--- src/sv/les_pkg.sv ---
// shared types, constants and saturation helpers of the lorenz euler step unit
package les_pkg;

	localparam int FRAC_BITS_DEF   = 20;
	localparam int COUNT_WIDTH_DEF = 16;

	localparam int DATA_W = 32;
	localparam int DT_W   = 31;
	localparam int RUN_W  = 16;
	localparam int IDX_W  = 16;
	localparam int CFG_W  = 3;
	localparam int N_OPS  = 7;
	localparam int ISSUE_W = $clog2(N_OPS);

	localparam logic [CFG_W-1:0] CFG_SIGMA      = 3'd0;
	localparam logic [CFG_W-1:0] CFG_BETA       = 3'd1;
	localparam logic [CFG_W-1:0] CFG_RHO        = 3'd2;
	localparam logic [CFG_W-1:0] CFG_TIME_STEP  = 3'd3;
	localparam logic [CFG_W-1:0] CFG_START_X    = 3'd4;
	localparam logic [CFG_W-1:0] CFG_START_Y    = 3'd5;
	localparam logic [CFG_W-1:0] CFG_START_Z    = 3'd6;
	localparam logic [CFG_W-1:0] CFG_RUN_LENGTH = 3'd7;

	localparam logic [RUN_W-1:0] RUN_LENGTH_RST = 16'd50000;

	localparam logic signed [63:0] SAT_MAX = 64'sd2147483647;
	localparam logic signed [63:0] SAT_MIN = -64'sd2147483648;

	typedef enum logic [2:0] {
		S_IDLE,
		S_PREP,
		S_ISSUE,
		S_FLUSH,
		S_DONE
	} state_t;

	// multiplier operations in issue order
	typedef enum logic [ISSUE_W-1:0] {
		OP_DX,
		OP_DY,
		OP_Q,
		OP_DZ,
		OP_NX,
		OP_NY,
		OP_NZ
	} op_t;

	typedef struct packed {
		logic load;
		logic prep;
		logic issue;
		op_t  op;
		logic finish;
	} cmd_t;

	typedef struct packed {
		logic wb_busy;
	} status_t;

	function automatic logic signed [DATA_W-1:0] sat32(input logic signed [63:0] v);
		logic signed [DATA_W-1:0] r;
		if (v > SAT_MAX) begin
			r = SAT_MAX[DATA_W-1:0];
		end else if (v < SAT_MIN) begin
			r = SAT_MIN[DATA_W-1:0];
		end else begin
			r = v[DATA_W-1:0];
		end
		return r;
	endfunction

	function automatic logic ovf32(input logic signed [63:0] v);
		return (v > SAT_MAX) || (v < SAT_MIN);
	endfunction

endpackage

--- src/sv/les_in_if.sv ---
// request channel carrying the restart flag
interface les_in_if;
	logic valid;
	logic ready;
	logic restart;

	modport source (output valid, output restart, input ready);
	modport sink (input valid, input restart, output ready);
endinterface

--- src/sv/les_out_if.sv ---
// result channel carrying the new point, step index and flags
interface les_out_if;
	logic                              valid;
	logic                              ready;
	logic signed [les_pkg::DATA_W-1:0] pos_x;
	logic signed [les_pkg::DATA_W-1:0] pos_y;
	logic signed [les_pkg::DATA_W-1:0] pos_z;
	logic [les_pkg::IDX_W-1:0]         step_index;
	logic                              end_of_run;
	logic                              overflow;

	modport source (
		output valid, output pos_x, output pos_y, output pos_z,
		output step_index, output end_of_run, output overflow,
		input ready
	);
	modport sink (
		input valid, input pos_x, input pos_y, input pos_z,
		input step_index, input end_of_run, input overflow,
		output ready
	);
endinterface

--- src/sv/lorenz_euler_step_unit.sv ---
// top level of the lorenz euler step unit
//
// channel   dir   payload                                              handshake
// step      in    restart                                              valid/ready
// result    out   pos_x pos_y pos_z step_index end_of_run overflow     valid/ready
// cfg       in    cfg_index cfg_data                                   cfg_we
//
// one request at a time, taken only in idle: a prep step, seven products through the
// single 32x32 multiplier, each registered and then written back, a wait for the last
// writeback, a load of the output register and a return to idle for the next request
// the result sits in an output register; a stalled result holds the engine in its last state
// reset returns control, coefficients, point and step count to their reset values at once
module lorenz_euler_step_unit #(
	parameter int FRAC_BITS   = les_pkg::FRAC_BITS_DEF,
	parameter int COUNT_WIDTH = les_pkg::COUNT_WIDTH_DEF
) (
	input  logic                       clk,
	input  logic                       arst_n,
	input  logic                       cfg_we,
	input  logic [les_pkg::CFG_W-1:0]  cfg_index,
	input  logic [les_pkg::DATA_W-1:0] cfg_data,
	les_in_if.sink                     step,
	les_out_if.source                  result
);

	les_pkg::cmd_t    cmd;
	les_pkg::status_t status;

	les_ctrl u_ctrl (
		.clk       (clk),
		.arst_n    (arst_n),
		.in_valid  (step.valid),
		.in_ready  (step.ready),
		.out_valid (result.valid),
		.out_ready (result.ready),
		.status    (status),
		.cmd       (cmd)
	);

	les_datapath #(
		.FRAC_BITS   (FRAC_BITS),
		.COUNT_WIDTH (COUNT_WIDTH)
	) u_datapath (
		.clk        (clk),
		.arst_n     (arst_n),
		.cfg_we     (cfg_we),
		.cfg_index  (cfg_index),
		.cfg_data   (cfg_data),
		.restart    (step.restart),
		.cmd        (cmd),
		.status     (status),
		.pos_x      (result.pos_x),
		.pos_y      (result.pos_y),
		.pos_z      (result.pos_z),
		.step_index (result.step_index),
		.end_of_run (result.end_of_run),
		.overflow   (result.overflow)
	);

endmodule

--- src/sv/les_ctrl.sv ---
// controller: sequences one euler step over the shared multiplier
module les_ctrl (
	input  logic              clk,
	input  logic              arst_n,
	input  logic              in_valid,
	output logic              in_ready,
	output logic              out_valid,
	input  logic              out_ready,
	input  les_pkg::status_t  status,
	output les_pkg::cmd_t     cmd
);

	les_pkg::state_t state_q, state_d;
	logic [les_pkg::ISSUE_W-1:0] issue_q;
	logic out_valid_q;
	logic last_issue;

	assign last_issue = (issue_q == les_pkg::ISSUE_W'(les_pkg::OP_NZ));

	always_comb begin
		state_d = state_q;
		case (state_q)
			les_pkg::S_IDLE: begin
				if (in_valid) state_d = les_pkg::S_PREP;
			end
			les_pkg::S_PREP: begin
				state_d = les_pkg::S_ISSUE;
			end
			les_pkg::S_ISSUE: begin
				if (last_issue) state_d = les_pkg::S_FLUSH;
			end
			les_pkg::S_FLUSH: begin
				if (!status.wb_busy) state_d = les_pkg::S_DONE;
			end
			les_pkg::S_DONE: begin
				if (!out_valid_q || out_ready) state_d = les_pkg::S_IDLE;
			end
			default: begin
				state_d = les_pkg::S_IDLE;
			end
		endcase
	end

	always_comb begin
		in_ready   = 1'b0;
		cmd.load   = 1'b0;
		cmd.prep   = 1'b0;
		cmd.issue  = 1'b0;
		cmd.op     = les_pkg::op_t'(issue_q);
		cmd.finish = 1'b0;
		case (state_q)
			les_pkg::S_IDLE: begin
				in_ready = 1'b1;
				cmd.load = in_valid;
			end
			les_pkg::S_PREP: begin
				cmd.prep = 1'b1;
			end
			les_pkg::S_ISSUE: begin
				cmd.issue = 1'b1;
			end
			les_pkg::S_FLUSH: begin
			end
			les_pkg::S_DONE: begin
				cmd.finish = !out_valid_q || out_ready;
			end
			default: begin
			end
		endcase
	end

	assign out_valid = out_valid_q;

	always_ff @(posedge clk or negedge arst_n) begin
		if (!arst_n) begin
			state_q     <= les_pkg::S_IDLE;
			issue_q     <= '0;
			out_valid_q <= 1'b0;
		end else begin
			state_q <= state_d;
			if (cmd.prep) begin
				issue_q <= '0;
			end else if (cmd.issue) begin
				issue_q <= issue_q + 1'b1;
			end
			if (cmd.finish) begin
				out_valid_q <= 1'b1;
			end else if (out_ready) begin
				out_valid_q <= 1'b0;
			end
		end
	end

endmodule

--- src/sv/les_datapath.sv ---
// datapath: coefficient registers, point state, shared multiplier and writeback
module les_datapath #(
	parameter int FRAC_BITS   = les_pkg::FRAC_BITS_DEF,
	parameter int COUNT_WIDTH = les_pkg::COUNT_WIDTH_DEF
) (
	input  logic                              clk,
	input  logic                              arst_n,
	input  logic                              cfg_we,
	input  logic [les_pkg::CFG_W-1:0]         cfg_index,
	input  logic [les_pkg::DATA_W-1:0]        cfg_data,
	input  logic                              restart,
	input  les_pkg::cmd_t                     cmd,
	output les_pkg::status_t                  status,
	output logic signed [les_pkg::DATA_W-1:0] pos_x,
	output logic signed [les_pkg::DATA_W-1:0] pos_y,
	output logic signed [les_pkg::DATA_W-1:0] pos_z,
	output logic [les_pkg::IDX_W-1:0]         step_index,
	output logic                              end_of_run,
	output logic                              overflow
);

	localparam int DW = les_pkg::DATA_W;
	localparam longint ONE = 64'sd1 <<< FRAC_BITS;
	localparam logic signed [DW-1:0] SIGMA_RST = DW'(10 * ONE);
	localparam logic signed [DW-1:0] BETA_RST  = DW'((2666 * ONE + 500) / 1000);
	localparam logic signed [DW-1:0] RHO_RST   = DW'(28 * ONE);
	localparam logic [les_pkg::DT_W-1:0] DT_RST = les_pkg::DT_W'((ONE + 500) / 1000);
	localparam logic signed [DW-1:0] START_RST = DW'(ONE);
	localparam logic signed [63:0] RND_HALF = 64'sd1 <<< (FRAC_BITS - 1);

	logic signed [DW-1:0] sigma_q, beta_q, rho_q, start_x_q, start_y_q, start_z_q;
	logic [les_pkg::DT_W-1:0]  dt_q;
	logic [les_pkg::RUN_W-1:0] run_length_q;

	logic signed [DW-1:0] cur_x_q, cur_y_q, cur_z_q;
	logic [COUNT_WIDTH-1:0] cnt_q;

	logic signed [DW-1:0] d1_q, d2_q, dx_q, dy_q, dz_q, q_q;
	logic ovf_q;

	logic signed [63:0] prod_s1;
	les_pkg::op_t       wop_s1;
	logic               wvalid_s1;

	logic signed [DW-1:0] out_x_q, out_y_q, out_z_q;
	logic [les_pkg::IDX_W-1:0] out_idx_q;
	logic out_end_q, out_ovf_q;

	logic signed [DW-1:0] mul_a, mul_b;
	logic signed [63:0] prod;
	logic signed [63:0] diff1, diff2;
	logic signed [63:0] rnd_w, sum_w;
	logic signed [DW-1:0] rsat, ssat;
	logic rovf, sovf, wb_ovf;
	logic [COUNT_WIDTH-1:0] last_idx;
	logic [31:0] idx_ext;
	logic at_end;

	// operand selection for the shared multiplier
	always_comb begin
		case (cmd.op)
			les_pkg::OP_DX: begin mul_a = sigma_q;  mul_b = d1_q; end
			les_pkg::OP_DY: begin mul_a = cur_x_q;  mul_b = d2_q; end
			les_pkg::OP_Q:  begin mul_a = cur_x_q;  mul_b = cur_y_q; end
			les_pkg::OP_DZ: begin mul_a = beta_q;   mul_b = cur_z_q; end
			les_pkg::OP_NX: begin mul_a = {1'b0, dt_q}; mul_b = dx_q; end
			les_pkg::OP_NY: begin mul_a = {1'b0, dt_q}; mul_b = dy_q; end
			les_pkg::OP_NZ: begin mul_a = {1'b0, dt_q}; mul_b = dz_q; end
			default: begin mul_a = sigma_q; mul_b = d1_q; end
		endcase
	end

	assign prod  = 64'(mul_a) * 64'(mul_b);
	assign diff1 = 64'(cur_y_q) - 64'(cur_x_q);
	assign diff2 = 64'(rho_q) - 64'(cur_z_q);

	// round to nearest, ties up
	assign rnd_w = (prod_s1 + RND_HALF) >>> FRAC_BITS;
	assign rsat  = les_pkg::sat32(rnd_w);
	assign rovf  = les_pkg::ovf32(rnd_w);

	always_comb begin
		case (wop_s1)
			les_pkg::OP_DY: sum_w = 64'(rsat) - 64'(cur_y_q);
			les_pkg::OP_DZ: sum_w = 64'(q_q) - 64'(rsat);
			les_pkg::OP_NX: sum_w = 64'(cur_x_q) + rnd_w;
			les_pkg::OP_NY: sum_w = 64'(cur_y_q) + rnd_w;
			les_pkg::OP_NZ: sum_w = 64'(cur_z_q) + rnd_w;
			default:        sum_w = rnd_w;
		endcase
	end

	assign ssat = les_pkg::sat32(sum_w);
	assign sovf = les_pkg::ovf32(sum_w);

	always_comb begin
		case (wop_s1)
			les_pkg::OP_DX, les_pkg::OP_Q: wb_ovf = rovf;
			les_pkg::OP_DY, les_pkg::OP_DZ: wb_ovf = rovf | sovf;
			default: wb_ovf = sovf;
		endcase
	end

	assign last_idx = COUNT_WIDTH'(32'(run_length_q) - 32'd1);
	assign idx_ext  = 32'(cnt_q);
	assign at_end   = (cnt_q == last_idx);

	assign status.wb_busy = wvalid_s1;

	always_ff @(posedge clk or negedge arst_n) begin
		if (!arst_n) begin
			sigma_q      <= SIGMA_RST;
			beta_q       <= BETA_RST;
			rho_q        <= RHO_RST;
			dt_q         <= DT_RST;
			start_x_q    <= START_RST;
			start_y_q    <= START_RST;
			start_z_q    <= START_RST;
			run_length_q <= les_pkg::RUN_LENGTH_RST;
			cur_x_q      <= START_RST;
			cur_y_q      <= START_RST;
			cur_z_q      <= START_RST;
			cnt_q        <= '0;
			wvalid_s1    <= 1'b0;
		end else begin
			if (cfg_we) begin
				case (cfg_index)
					les_pkg::CFG_SIGMA:      sigma_q      <= cfg_data;
					les_pkg::CFG_BETA:       beta_q       <= cfg_data;
					les_pkg::CFG_RHO:        rho_q        <= cfg_data;
					les_pkg::CFG_TIME_STEP:  dt_q         <= cfg_data[les_pkg::DT_W-1:0];
					les_pkg::CFG_START_X:    start_x_q    <= cfg_data;
					les_pkg::CFG_START_Y:    start_y_q    <= cfg_data;
					les_pkg::CFG_START_Z:    start_z_q    <= cfg_data;
					les_pkg::CFG_RUN_LENGTH: run_length_q <= cfg_data[les_pkg::RUN_W-1:0];
					default: begin
					end
				endcase
			end
			wvalid_s1 <= cmd.issue;
			if (cmd.load && restart) begin
				cur_x_q <= start_x_q;
				cur_y_q <= start_y_q;
				cur_z_q <= start_z_q;
				cnt_q   <= '0;
			end else begin
				if (wvalid_s1) begin
					case (wop_s1)
						les_pkg::OP_NX: cur_x_q <= ssat;
						les_pkg::OP_NY: cur_y_q <= ssat;
						les_pkg::OP_NZ: cur_z_q <= ssat;
						default: begin
						end
					endcase
				end
				if (cmd.finish) begin
					cnt_q <= at_end ? '0 : cnt_q + 1'b1;
				end
			end
		end
	end

	always_ff @(posedge clk) begin
		if (cmd.prep) begin
			d1_q  <= les_pkg::sat32(diff1);
			d2_q  <= les_pkg::sat32(diff2);
			ovf_q <= les_pkg::ovf32(diff1) | les_pkg::ovf32(diff2);
		end else if (wvalid_s1) begin
			ovf_q <= ovf_q | wb_ovf;
			case (wop_s1)
				les_pkg::OP_DX: dx_q <= rsat;
				les_pkg::OP_DY: dy_q <= ssat;
				les_pkg::OP_Q:  q_q  <= rsat;
				les_pkg::OP_DZ: dz_q <= ssat;
				default: begin
				end
			endcase
		end
		if (cmd.issue) begin
			prod_s1 <= prod;
			wop_s1  <= cmd.op;
		end
		if (cmd.finish) begin
			out_x_q   <= cur_x_q;
			out_y_q   <= cur_y_q;
			out_z_q   <= cur_z_q;
			out_idx_q <= idx_ext[les_pkg::IDX_W-1:0];
			out_end_q <= at_end;
			out_ovf_q <= ovf_q;
		end
	end

	assign pos_x      = out_x_q;
	assign pos_y      = out_y_q;
	assign pos_z      = out_z_q;
	assign step_index = out_idx_q;
	assign end_of_run = out_end_q;
	assign overflow   = out_ovf_q;

endmodule

--- src/flat_wrapper.sv ---
// flat-port wrapper written by rule: the top's interface ports become plain ports
module lorenz_euler_step_unit_flat 
#(
	parameter int FRAC_BITS   = les_pkg::FRAC_BITS_DEF,
	parameter int COUNT_WIDTH = les_pkg::COUNT_WIDTH_DEF
)
  (clk, arst_n, cfg_we, cfg_index, cfg_data, step_valid, step_restart, step_ready, result_valid, result_pos_x, result_pos_y, result_pos_z, result_step_index, result_end_of_run, result_overflow, result_ready);
  les_in_if step_i ();
  les_out_if result_i ();
  input  logic clk;
  input  logic arst_n;
  input  logic cfg_we;
  input  logic [les_pkg::CFG_W-1:0] cfg_index;
  input  logic [les_pkg::DATA_W-1:0] cfg_data;
  input wire logic [$bits(step_i.valid)-1:0] step_valid;
  input wire logic [$bits(step_i.restart)-1:0] step_restart;
  output wire logic [$bits(step_i.ready)-1:0] step_ready;
  output wire logic [$bits(result_i.valid)-1:0] result_valid;
  output wire logic [$bits(result_i.pos_x)-1:0] result_pos_x;
  output wire logic [$bits(result_i.pos_y)-1:0] result_pos_y;
  output wire logic [$bits(result_i.pos_z)-1:0] result_pos_z;
  output wire logic [$bits(result_i.step_index)-1:0] result_step_index;
  output wire logic [$bits(result_i.end_of_run)-1:0] result_end_of_run;
  output wire logic [$bits(result_i.overflow)-1:0] result_overflow;
  input wire logic [$bits(result_i.ready)-1:0] result_ready;
  assign step_i.valid = step_valid;
  assign step_i.restart = step_restart;
  assign step_ready = step_i.ready;
  assign result_valid = result_i.valid;
  assign result_pos_x = result_i.pos_x;
  assign result_pos_y = result_i.pos_y;
  assign result_pos_z = result_i.pos_z;
  assign result_step_index = result_i.step_index;
  assign result_end_of_run = result_i.end_of_run;
  assign result_overflow = result_i.overflow;
  assign result_i.ready = result_ready;
  lorenz_euler_step_unit #(.FRAC_BITS(FRAC_BITS), .COUNT_WIDTH(COUNT_WIDTH)) u_core (.clk(clk), .arst_n(arst_n), .cfg_we(cfg_we), .cfg_index(cfg_index), .cfg_data(cfg_data), .step(step_i), .result(result_i));
endmodule
--- config.mk ---
export PLATFORM = sky130hd
export DESIGN_NAME = lorenz_euler_step_unit_flat
export DESIGN_NICKNAME = d
export VERILOG_FILES = /design/src/sv/les_pkg.sv /design/src/sv/les_in_if.sv /design/src/sv/les_out_if.sv /design/src/sv/lorenz_euler_step_unit.sv /design/src/sv/les_ctrl.sv /design/src/sv/les_datapath.sv /design/src/flat_wrapper.sv
export SDC_FILE = /design/constraint.sdc
export NUM_CORES = 2
export LEC_CHECK = 0
export BUFFER_PORTS_ARGS = -buffer_cell sky130_fd_sc_hd__clkbuf_2
export CORE_MARGIN = 4
export CORE_UTILIZATION = 53
export CTS_CLUSTER_SIZE = 40
export DETAILED_ROUTE_END_ITERATION = 16
export MAX_ROUTING_LAYER = met4
export PLACE_DENSITY_LB_ADDON = 0.2
export RECOVER_POWER = 50
export SYNTH_ARGS = -nofsm -noshare
export SYNTH_HDL_FRONTEND = slang
export SYNTH_SLANG_ARGS = --single-unit
--- constraint.sdc ---
create_clock -name clk -period 26 [get_ports clk]
set_clock_uncertainty 0.15 [all_clocks]
set_input_delay 2.6 -clock clk [delete_from_list [all_inputs] [get_ports clk]]
set_output_delay 2.6 -clock clk [all_outputs]
set_load 0.05 [all_outputs]
==> key figures <==
Outcome
  – Status: finished, violations left
  – Failing checks: capacitance limit, slew limit

Synthesis
  – EDFF count, synth: 355
  – Yosys warning count: 0
  – Syn_nets: 9292
  – Post-synth top area share: 28.74%
  – Synth Register Bits: 714
  – Yosys top cell by area: fa_1
  – Async SR Flop Fraction: 50.28%
  – Mapped cell area: between 70000 and 80000 um2
  – Ys flop type: edfxtp_1
  – Syn Area/Cell: between 9 and 10 um2
  – Area contributors post-synth: fa_1, edfxtp_1, dfrtp_1
  – Syn Inst Count: ~7800
  – Post-synthesis sequential area ratio: 26.03%
  – Number of library cell types mapped by synthesis: 97

Clocking
  – Post-CTS Hold Fix Bufs: 0
  – Postcts setup bufs: 0
  – CTS tree: built
  – CTS root buf: clkbuf_16
  – Clk pin slew, worst setup/hold paths: about 0.060 ns
  – Later-pin clock latency in the skew report: approximately 0.72 ns
  – CTS Buf Count: 80
  – Post-CTS sizing: 0
  – Maximum clock path buffer count: 3
  – Clock Sinks: just over 700
  – # H-tree levels: 3

Worst setup path
  – CP delay by family, top: adder cells
  – CP max stage delay: about 1.3 ns
  – WP data required: 26.31 ns
  – Crit end category: register
  – Buf/Inv on CP: 9
  – Crit start category: register
  – Most common cell on crit path: fa_1
  – CP max-delay cell: dfrtp_1
  – Critical Path AT: 13.86 ns
  – CP Class: reg2reg
  – Worst Path Max Fanout: 40

Global routing
  – GRT overflow: 0
  – Overall Global Routing Usage: 37.65%
  – Vias in the first global route: 61360
  – First-pass GRT wire length: roughly 400 mm
  – Largest net degree at the start of global routing: 99
  – Initial antenna violation count: 23

Drt
  – DRT antenna net count: 0
  – Wire per inst: 27.33 um
  – DRT Pass-1 Iters: 10
  – Vias per Instance: 6.133
  – Via Count: 60140
  – Total wire length: 268.0 mm
  – DRC viols: 0
  – DR iter-0 viols: 6632

Cells and area
  – Fillers: 12500
  – Max reg flops: 45
  – Fraction of layout cells with a size suffix above 1: between 10% and 20%
  – Layout net count: slightly above 9000
  – Most flop-heavy register: u_core.u_datapath.prod_s1
  – Area growth syn-to-layout: 8.137%

STA
  – Final setup fails: 0
  – Fin crit period: around 14 ns
  – Slew Viols, Final: 727
  – Final hold violations: 0
  – Fmax: 73.76 MHz
  – Rel. slew slack: -263.2%
  – Worst Setup Slack, final: 12.44 ns
  – Setup repair after global routing missed its margin: no
  – Setup Total Neg Slack: 0 ns
  – Worst slew pin tran: around 5.4 ns
  – Worst hold slack: 0.3496 ns
  – Fin crit share: 52.14%

Placement
  – RePlAce Congestion: about 1.0
  – IO buf count: approximately 160
  – Pre-CTS WS: 13.30 ns
  – HPWL after detailed placement: between 200 and 250 mm

Die
  – Initial Util: 53.42%
  – Rows: 138
  – Num ports: 157
  – Die Width: 385.8 um
  – Core area: ~140000 um2
  – Die Y-Extent: approximately 390 um
  – DIE AREA: between 100000 and 150000 um2

Worst hold path
  – Hold crit path type: reg2reg

Flow run
  – Max-cap violation count: 17
-- worst reg2reg max path, delay by kind of cell (launching register included) --
kind            cells  cell delay, ns
xor+xnor            1            0.13
flops               1            1.32
buf+inv             9            1.48
fa+ha+maj          10            5.00
compound gates      9            4.29
simple gates        5            0.99
-- synth_stat cells (all sizes together) (99+ instances only) --
cell    instances
dfrtp         326
ha            357
nor2          468
xnor2         156
inv          1337
fa           1086
clkbuf        350
mux2          265
a21oi         316
edfxtp        355
nor3           99
nand2        1099
o21ai         277
xor2          102
-- kinds of logic after synthesis --
group / synth area share [%]
and+or+nand+nor: 12.28
muxes: 4.078
buffers and inverters: 8.595
AOI/OAI and AO/OA: 11.26
xor gates and xnor gates: 2.988
adders and majority gates: 34.77
DFF: 26.03
-- path summary, 6_finish.rpt --
| path | start | endpoint | slack (ns) | depth (start not counted) |
|---|---|---|---|---|
| max | u_core.u_ctrl.issue_q[2] | u_core.u_datapath.prod_s1[57] | 12.44 | 34 |
| min | u_core.u_datapath.start_y_q[6] | u_core.u_datapath.cur_y_q[6] | 0.35 | 2 |
| max reg2reg | u_core.u_ctrl.issue_q[2] | u_core.u_datapath.prod_s1[57] | 12.44 | 34 |
| min reg2reg | u_core.u_datapath.start_y_q[6] | u_core.u_datapath.cur_y_q[6] | 0.35 | 2 |
| max in group asynchronous | arst_n | u_core.u_datapath.beta_q[26] | 15.96 | 3 |
| min in group asynchronous | arst_n | u_core.u_datapath.start_z_q[24] | 3.74 | 1 |
-- routing by layer --
layer / up-vias / part of all wire [%] / GRT usage (%)
met3: 743 / 10 / 7.582
met1: 30600 / 39 / 48.92
met2: 3193 / 44 / 56.15
li1: 25600 / - / -
met5: - / 0 / -
met4: 0 / 6.8 / 19.80
-- cell usage in the layout, fill, tap and decap left out, types with 56 or more instances in the layout --
master,n
fa_1,1086
a21oi_1,310
inv_1,1336
o21ai_0,257
mux2_2,265
a21o_1,82
clkbuf_16,82
o21a_1,60
nor3_1,95
nand2_1,1099
edfxtp_1,355
ha_1,354
clkbuf_2,153
nand2b_1,57
dfrtp_1,326
and2_1,63
nand3_1,94
buf_4,138
xnor2_1,155
nor2_1,465
a221o_1,56
xor2_1,102
-- metrics by stage --
stage / utilization [%] / instance area (um2) / std cells
floorplan: - / 75640 / 7808
global placement: 55.86 / 79090 / 9636
detailed placement: 55.86 / 79090 / 9636
CTS: 57.83 / 81880 / 9786
global route: 57.76 / 81770 / 9798
finish: 57.77 / 81790 / 9805
-- layout make-up --
cell class	instances	area (um2)	area share, %
diodes	19	47.55	0.05813
clock buffers	109	2213	2.706
clock inverters	41	578.1	0.7067
inverters	1337	5019	6.136
multi-input cells	5375	49970	61.10
flip-flops and latches	714	19690	24.07
well taps	1890	2365	2.891
repair buffers	320	1911	2.336
Power is left out: the tool's default activity adds up to more than one toggle a clock period on the data nets, which glitch-free logic cannot reach.
